## config.mk

```make
export PLATFORM = sky130hd
export DESIGN_NAME = sfda_front_flat
export DESIGN_NICKNAME = d
export VERILOG_FILES = /design/src/rtl/sfda_pkg.sv /design/src/rtl/sfda_in_if.sv /design/src/rtl/sfda_front.sv /design/src/flat_wrapper.sv
export SDC_FILE = /design/constraint.sdc
export NUM_CORES = 1
export LEC_CHECK = 0
export ABC_AREA = 1
export BUFFER_PORTS_ARGS = -buffer_cell sky130_fd_sc_hd__buf_4
export CAP_MARGIN = 40
export CORE_MARGIN = 3
export CORE_UTILIZATION = 40
export DETAILED_ROUTE_END_ITERATION = 8
export GPL_TIMING_DRIVEN = 0
export PLACE_DENSITY_LB_ADDON = 0.15
export SLEW_MARGIN = 15
export SYNTH_ARGS = -nofsm -noshare
export SYNTH_HDL_FRONTEND = slang
export SYNTH_SLANG_ARGS = --single-unit
```

## constraint.sdc

```tcl
create_clock -name clk -period 9.7 [get_ports clk]
set_clock_uncertainty 0.15 [all_clocks]
set_input_delay 0.97 -clock clk [delete_from_list [all_inputs] [get_ports clk]]
set_output_delay 0.97 -clock clk [all_outputs]
set_load 0.03 [all_outputs]
```

## src/rtl/sfda_pkg.sv

```systemverilog
`default_nettype none
package sfda_pkg;

	localparam int HISTORY_DEPTH = 8192;
	localparam int SAMPLE_BITS   = 24;
	localparam int ADDR_BITS     = $clog2(HISTORY_DEPTH);

	localparam int TARGET_BITS = 23;
	localparam int COEF_BITS   = 16;
	localparam int FRAC_BITS   = 20;
	localparam int DELAY_BITS  = 33;
	localparam int WHOLE_BITS  = DELAY_BITS - FRAC_BITS;
	localparam int TARGET_SHIFT = DELAY_BITS - TARGET_BITS;

	localparam logic [COEF_BITS-1:0]   COEF_RESET   = 16'd66;
	localparam logic [TARGET_BITS-1:0] TARGET_LIMIT = 23'd8126464;

	// shared multiplier
	localparam int MUL_A_BITS = 26;
	localparam int MUL_B_BITS = (SAMPLE_BITS > 24) ? SAMPLE_BITS : 24;
	localparam int PROD_BITS  = MUL_A_BITS + MUL_B_BITS;

	localparam int LAG_BITS    = 22;
	localparam int PAIR_BITS   = 43;
	localparam int HALF_BITS   = 22;
	localparam int COEF_Q_BITS = 23;
	localparam int NUM_BITS    = 64;
	localparam int T_BITS      = 23;
	localparam int ACC_BITS    = PROD_BITS + 2;

	typedef struct packed {
		logic signed [SAMPLE_BITS-1:0] left;
		logic signed [SAMPLE_BITS-1:0] right;
		logic [DELAY_BITS-1:0]         target;
	} item_t;

	// exact floor(t / 3) for t < 2^23
	function automatic logic [T_BITS-1:0] div3(input logic [T_BITS-1:0] t);
		logic [47:0] p;
		p = {25'd0, t} * 48'd5592406;
		return p[46:24];
	endfunction

endpackage
`default_nettype wire

```

## src/rtl/sfda_in_if.sv

```systemverilog
`default_nettype none
interface sfda_in_if;
	import sfda_pkg::*;
	logic                          valid;
	logic                          ready;
	logic signed [SAMPLE_BITS-1:0] sample_left;
	logic signed [SAMPLE_BITS-1:0] sample_right;
	logic [TARGET_BITS-1:0]        goal_delay;
	modport source (output valid, sample_left, sample_right, goal_delay, input ready);
	modport sink (input valid, sample_left, sample_right, goal_delay, output ready);
endinterface
`default_nettype wire

```

## src/rtl/sfda_front.sv

```systemverilog
`default_nettype none
module sfda_front (
	input  wire logic           clk,
	input  wire logic           arst_n,
	sfda_in_if.sink             in_ch,
	output sfda_pkg::item_t     head,
	output logic                head_valid,
	input  wire logic           pop
);
	import sfda_pkg::*;

	item_t                  q_q [2];
	logic                   rd_ptr_q;
	logic                   wr_ptr_q;
	logic [1:0]             cnt_q;
	logic [TARGET_BITS-1:0] tgt;
	item_t                  item;
	logic                   push;

	assign in_ch.ready = (cnt_q != 2'd2);
	assign push        = in_ch.valid && in_ch.ready;

	// target saturates, then moves to Q13.20
	assign tgt         = (in_ch.goal_delay > TARGET_LIMIT) ? TARGET_LIMIT : in_ch.goal_delay;
	assign item.left   = in_ch.sample_left;
	assign item.right  = in_ch.sample_right;
	assign item.target = {tgt, {TARGET_SHIFT{1'b0}}};

	assign head       = q_q[rd_ptr_q];
	assign head_valid = (cnt_q != 2'd0);

	always_ff @(posedge clk) begin
		if (push) begin
			q_q[wr_ptr_q] <= item;
		end
	end

	always_ff @(posedge clk or negedge arst_n) begin
		if (!arst_n) begin
			rd_ptr_q <= 1'b0;
			wr_ptr_q <= 1'b0;
			cnt_q    <= 2'd0;
		end else begin
			if (push) begin
				wr_ptr_q <= ~wr_ptr_q;
			end
			if (pop) begin
				rd_ptr_q <= ~rd_ptr_q;
			end
			if (push && !pop) begin
				cnt_q <= cnt_q + 2'd1;
			end else if (pop && !push) begin
				cnt_q <= cnt_q - 2'd1;
			end
		end
	end

endmodule
`default_nettype wire

```

## src/flat_wrapper.sv

```systemverilog
// flat-port wrapper written by rule: the top's interface ports become plain ports
module sfda_front_flat import sfda_pkg::*;
  (clk, arst_n, head, head_valid, pop, in_ch_valid, in_ch_sample_left, in_ch_sample_right, in_ch_goal_delay, in_ch_ready);
  sfda_in_if in_ch_i ();
  input  wire logic clk;
  input  wire logic arst_n;
  output sfda_pkg::item_t head;
  output logic head_valid;
  input  wire logic pop;
  input wire logic [$bits(in_ch_i.valid)-1:0] in_ch_valid;
  input wire logic [$bits(in_ch_i.sample_left)-1:0] in_ch_sample_left;
  input wire logic [$bits(in_ch_i.sample_right)-1:0] in_ch_sample_right;
  input wire logic [$bits(in_ch_i.goal_delay)-1:0] in_ch_goal_delay;
  output wire logic [$bits(in_ch_i.ready)-1:0] in_ch_ready;
  assign in_ch_i.valid = in_ch_valid;
  assign in_ch_i.sample_left = in_ch_sample_left;
  assign in_ch_i.sample_right = in_ch_sample_right;
  assign in_ch_i.goal_delay = in_ch_goal_delay;
  assign in_ch_ready = in_ch_i.ready;
  sfda_front u_core (.clk(clk), .arst_n(arst_n), .in_ch(in_ch_i), .head(head), .head_valid(head_valid), .pop(pop));
endmodule
```

# [Word level (Yosys, flattened, before mapping)]
# Memories as Yosys holds them, arrays and structs flattened.
# Cells that the tools add are included.
[classes] addsub=2 n_lt_le_gt_ge=1 n_eq_ne=1 mux=5 bitwise=2 reduce_logical=7
[op_table] op="$gt A23 B23 Y1 const B" count=1
[op_table] op="$mux W23" count=1
[op_table] op="$mux W2" count=2
[op_table] op="$reduce_bool A2 Y1" count=2
[op_table] op="$logic_and A1 B1 Y1" count=3
[op_table] op="$add A2 B1 Y2 const B" count=1
[op_table] op="$logic_not A1 Y1" count=2
[op_table] op="$mux W1" count=2
[op_table] op="$ne A2 B2 Y1 const B" count=1
[op_table] op="$not A1 Y1" count=2
[op_table] op="$sub A2 B1 Y2 const B" count=1
[totals] register_bits=4 mem_bits_rw=142 output_inout_bits=83 word_cells=22 n_memories=1
[mem_list] memory="u_core.q_q" depth=2 word_bits=71 read_ports=1 rd_clocked_by_memory_dff=0 wr=1 line="sfda_front.sv:12" text="item_t q_q [2];"

# [Depth between registers and ports, before layout]
[logic_depth] depth_word=6 depth_mapped=8 mapped_depth_nobuf=8

# [Least setup slack after synthesis]
# Ideal clock, no wire load.
[synth_path] path_type="input to register" startpoint="in in_ch_valid" endpoint="mem u_core.q_q[1][0] (netlist name), enable pin" setup_ns=0.502 arrival_ns=4.057 t_required_ns=9.048 slack_ns=4.990 path_stages=2 path_buffers=0 path_cell_list="nand2_1 > nor2_1"
[synth_via] elab_chain_cells=3
[synth_lines] item="from (decl)" line="flat_wrapper.sv:10" text="input wire logic [$bits(in_ch_i.valid)-1:0] in_ch_valid;"
[synth_lines] item="$logic_and A1 B1 Y1" line="sfda_front.sv:21" text="assign push = in_ch.valid && in_ch.ready;"
[synth_lines] item="$mux W1" line="sfda_front.sv:33" text="if (push) begin"
[synth_lines] item="$mux W1 (implied by the code)" line="sfda_front.sv:34" text="q_q[wr_ptr_q] <= item;"
[synth_lines] item="to (decl)" line="sfda_front.sv:12"
# Every way passes these cells.

==> key figures <==
Outcome
  • Status: complete, no violations

Synthesis
  • Synthesis Warnings: 0
  • Summed instance area of the synthesized netlist: 5660 um^2
  • Count of cell types in the netlist: 19
  • Flip-flop cell with the highest count after synthesis: sky130_fd_sc_hd__edfxtp_1
  • Seq cells post-synth: 146
  • Synth Instances: 314
  • Avg Cell Area, Syn: about 18 um^2
  • Number of enable flip-flop cells after synthesis: approximately 140
  • Async set-reset flop share out of synthesis: 0.0274
  • Post-synthesis sequential area ratio: 0.771

Drt
  • Post-route ant nets: 0
  • WL per Instance: 16.0 um
  • Detail-routed via count per cell: 4.58
  • Router iterations before antenna repair: 4
  • Final wirelength: 10900 um
  • DRC marker count from the first detailed-route iteration: between 100 and 150
  • DR vias: between 3000 and 4000
  • Number of design rule violations left after detail routing: 0

Floorplanning
  • # rows: 42
  • DIE HEIGHT: roughly 120 um
  • Number of placed I/O pins: 158
  • Die extent in x: around 120 um
  • Starting Density: 0.417
  • Die Area: around 16000 um^2
  • Core region area: 13600 um^2

GRT
  • Overflow left after global routing: 0
  • Number of antenna violations at the first check in global routing: 0
  • Number of global-route vias before repair: 3348
  • Pin count of the biggest net entering global routing: 23
  • Overall track demand over capacity in global routing: 0.145
  • First-pass GRT wire length: 17300 um

Layout
  • Total number of nets in the final design: between 500 and 600
  • Area overhead of the layout relative to synthesis: 36.8%
  • Antenna diodes: 0
  • Fraction of final layout cells with drive strength greater than 1: 0.541

Setup path
  • Count of buffering cells on the critical path with inverters included: 3
  • Maximum fanout count along the critical path: 10
  • Cell family contributing the most delay on the critical path: buffers and inverters
  • Cell type of the slowest stage on the worst timing path: sky130_fd_sc_hd__mux2_2
  • Worst setup SP type: register
  • Critical Path Sink Type: output port
  • Class of the most critical setup path: register to output port
  • Max incr delay on CP: 0.36 ns
  • Critical Path RT: roughly 8.6 ns
  • Cell mode on critical path: sky130_fd_sc_hd__buf_4
  • List of cells traversed by the critical path: buf_2 -> buf_4 -> mux2_2 -> buf_4
  • CP Data Arrival Time: approximately 1.8 ns

CTS
  • Cell at the root of the clock tree: sky130_fd_sc_hd__clkbuf_16
  • Clock transition at the registers of the reported paths: 0.06 ns
  • TritonCTS clock tree: built
  • Number of buffers added to fix hold violations after cts: 0
  • Max Buffers Root-to-Sink: 2
  • Clock Latency Late Sink: roughly 0.41 ns
  • Number of gates resized after CTS: 0
  • Number of clock sinks seen by CTS: between 100 and 150
  • H-tree levels: 4
  • TritonCTS buffer count: 17
  • # Post-CTS Setup Buffers: 0

Timing
  • Total negative setup slack: 0 ns
  • Min Tclk post-route: ~2.9 ns
  • Max-slew headroom: 0.644
  • Measured slew at the worst slew-check pin: approximately 0.53 ns
  • Final Hold Viols: 0
  • Final-layout worst hold slack: roughly 0.19 ns
  • Pins Over Slew Limit: 0
  • Achievable Freq: about 350 MHz
  • Period Utilization, post-route: 0.295
  • RSZ-0062 raised after global routing: no
  • Final setup violating endpoints: 0

Pwr
  • Power density of the placed cells: approximately 320 nW/um^2
  • Overall power: about 2500 uW
  • Leak: 0.00304 uW
  • Worst ir drop on vdd: ~0.16 mV

Hold path
  • Worst Hold Class: input port to async pin

Placed design
  • Final HPWL DP: ~7600 um
  • Last weighted congestion value of the routability-driven placer: 0.733
  • # port buffers: ~150

Job
  • Max-cap check violation count: 0
[cells in the final DEF, fill, tap and decap left out, types with 2 or more instances in the layout]
| cell | n |
|---|---|
| sky130_fd_sc_hd__nor2_4 | 2 |
| sky130_fd_sc_hd__bufinv_16 | 2 |
| sky130_fd_sc_hd__clkinvlp_4 | 3 |
| sky130_fd_sc_hd__inv_1 | 23 |
| sky130_fd_sc_hd__clkinv_1 | 3 |
| sky130_fd_sc_hd__nor2_1 | 11 |
| sky130_fd_sc_hd__nand3_1 | 4 |
| sky130_fd_sc_hd__clkinv_2 | 5 |
| sky130_fd_sc_hd__clkbuf_16 | 17 |
| sky130_fd_sc_hd__conb_1 | 10 |
| sky130_fd_sc_hd__dfrtp_1 | 4 |
| sky130_fd_sc_hd__nand2_1 | 5 |
| sky130_fd_sc_hd__buf_4 | 164 |
| sky130_fd_sc_hd__clkbuf_1 | 7 |
| sky130_fd_sc_hd__edfxtp_1 | 142 |
| sky130_fd_sc_hd__buf_16 | 5 |
| sky130_fd_sc_hd__a21oi_1 | 19 |
| sky130_fd_sc_hd__buf_2 | 2 |
| sky130_fd_sc_hd__mux2_2 | 71 |
| sky130_fd_sc_hd__xor2_1 | 2 |
[cell usage after synthesis, types with 2 or more instances]
cell	instances	area, um^2
sky130_fd_sc_hd__clkbuf_1	5	18.8
sky130_fd_sc_hd__dfrtp_1	4	100
sky130_fd_sc_hd__buf_4	17	128
sky130_fd_sc_hd__nand3_1	4	20.0
sky130_fd_sc_hd__nand2_1	5	18.8
sky130_fd_sc_hd__inv_1	23	86.3
sky130_fd_sc_hd__edfxtp_1	142	4260
sky130_fd_sc_hd__nor2_1	13	48.8
sky130_fd_sc_hd__buf_2	2	10.0
sky130_fd_sc_hd__a21oi_1	19	95.1
sky130_fd_sc_hd__mux2_2	71	800
sky130_fd_sc_hd__xor2_1	2	17.5
[sequential cells by signal, indices dropped and copies added, names as in the netlist]
name	cells
u_core.q_q	142
u_core.cnt_q	2
u_core.rd_ptr_q	1
u_core.wr_ptr_q	1
[area by class of cell]
cell class              count  area, um^2
plain buffers              25         168
clock buffers              19         433
clock inverters            13         119
fillers                  1082        5820
inverters                  23        86.3
multi-input cells         129        1090
flip-flops and latches    146        4360
well taps                 176         220
repair buffers            153        1260
[path summary, 6_finish.rpt]
check | end | cells past startpoint | start | slack, ns
max | head[53] | 4 | u_core.rd_ptr_q | 6.83
min | u_core.rd_ptr_q | 1 | arst_n | 0.19
max reg2reg | u_core.q_q[1][42] | 6 | u_core.cnt_q[0] | 7.61
min reg2reg | u_core.cnt_q[0] | 1 | u_core.cnt_q[0] | 0.36
max in group asynchronous | u_core.cnt_q[0] | 1 | arst_n | 9.10
min in group clk | u_core.cnt_q[0] | 1 | u_core.cnt_q[0] | 0.36
[cells by family (layout without fill, tap and decap cells)]
kind of cell             after synthesis  after routing  synth area share
AO/OA/AOI/OAI                         20             20            0.0177
XOR/XNOR                               3              3           0.00464
adder cells (fa/ha/maj)                1              1           0.00221
buffers and inverters                 48            233            0.0449
flip-flops                           146            146             0.771
multiplexers                          71             71             0.141
other                                  1             10          0.000662
AND/OR/NAND/NOR                       24             24            0.0177
[layer usage]
layer,share of wire,up-vias,GRT usage
li1,-,1508,-
met1,0.40,1503,0.166
met2,0.50,108,0.240
met3,0.073,15,0.0567
met4,0.019,0,0.0689
met5,0,-,0
[metrics by stage]
stage | util | setup WS, ns | area [um^2] | cells
after floorplan | - | 4.99 | 5690 | 323
after global placement | 0.518 | 3.02 | 7020 | 646
after detailed placement | 0.530 | 7.10 | 7190 | 652
after CTS | 0.571 | 6.75 | 7740 | 684
after global routing | 0.571 | 6.69 | 7740 | 684
final | 0.571 | 6.83 | 7740 | 684
[report_power, final]
part / switching, uW / internal [uW] / total, uW
Combinational: 565 / 401 / 965
Clock: 235 / 372 / 607
Sequential: 29.1 / 859 / 888
Total: 828 / 1630 / 2460
Power figures use the tool's default switching activity.
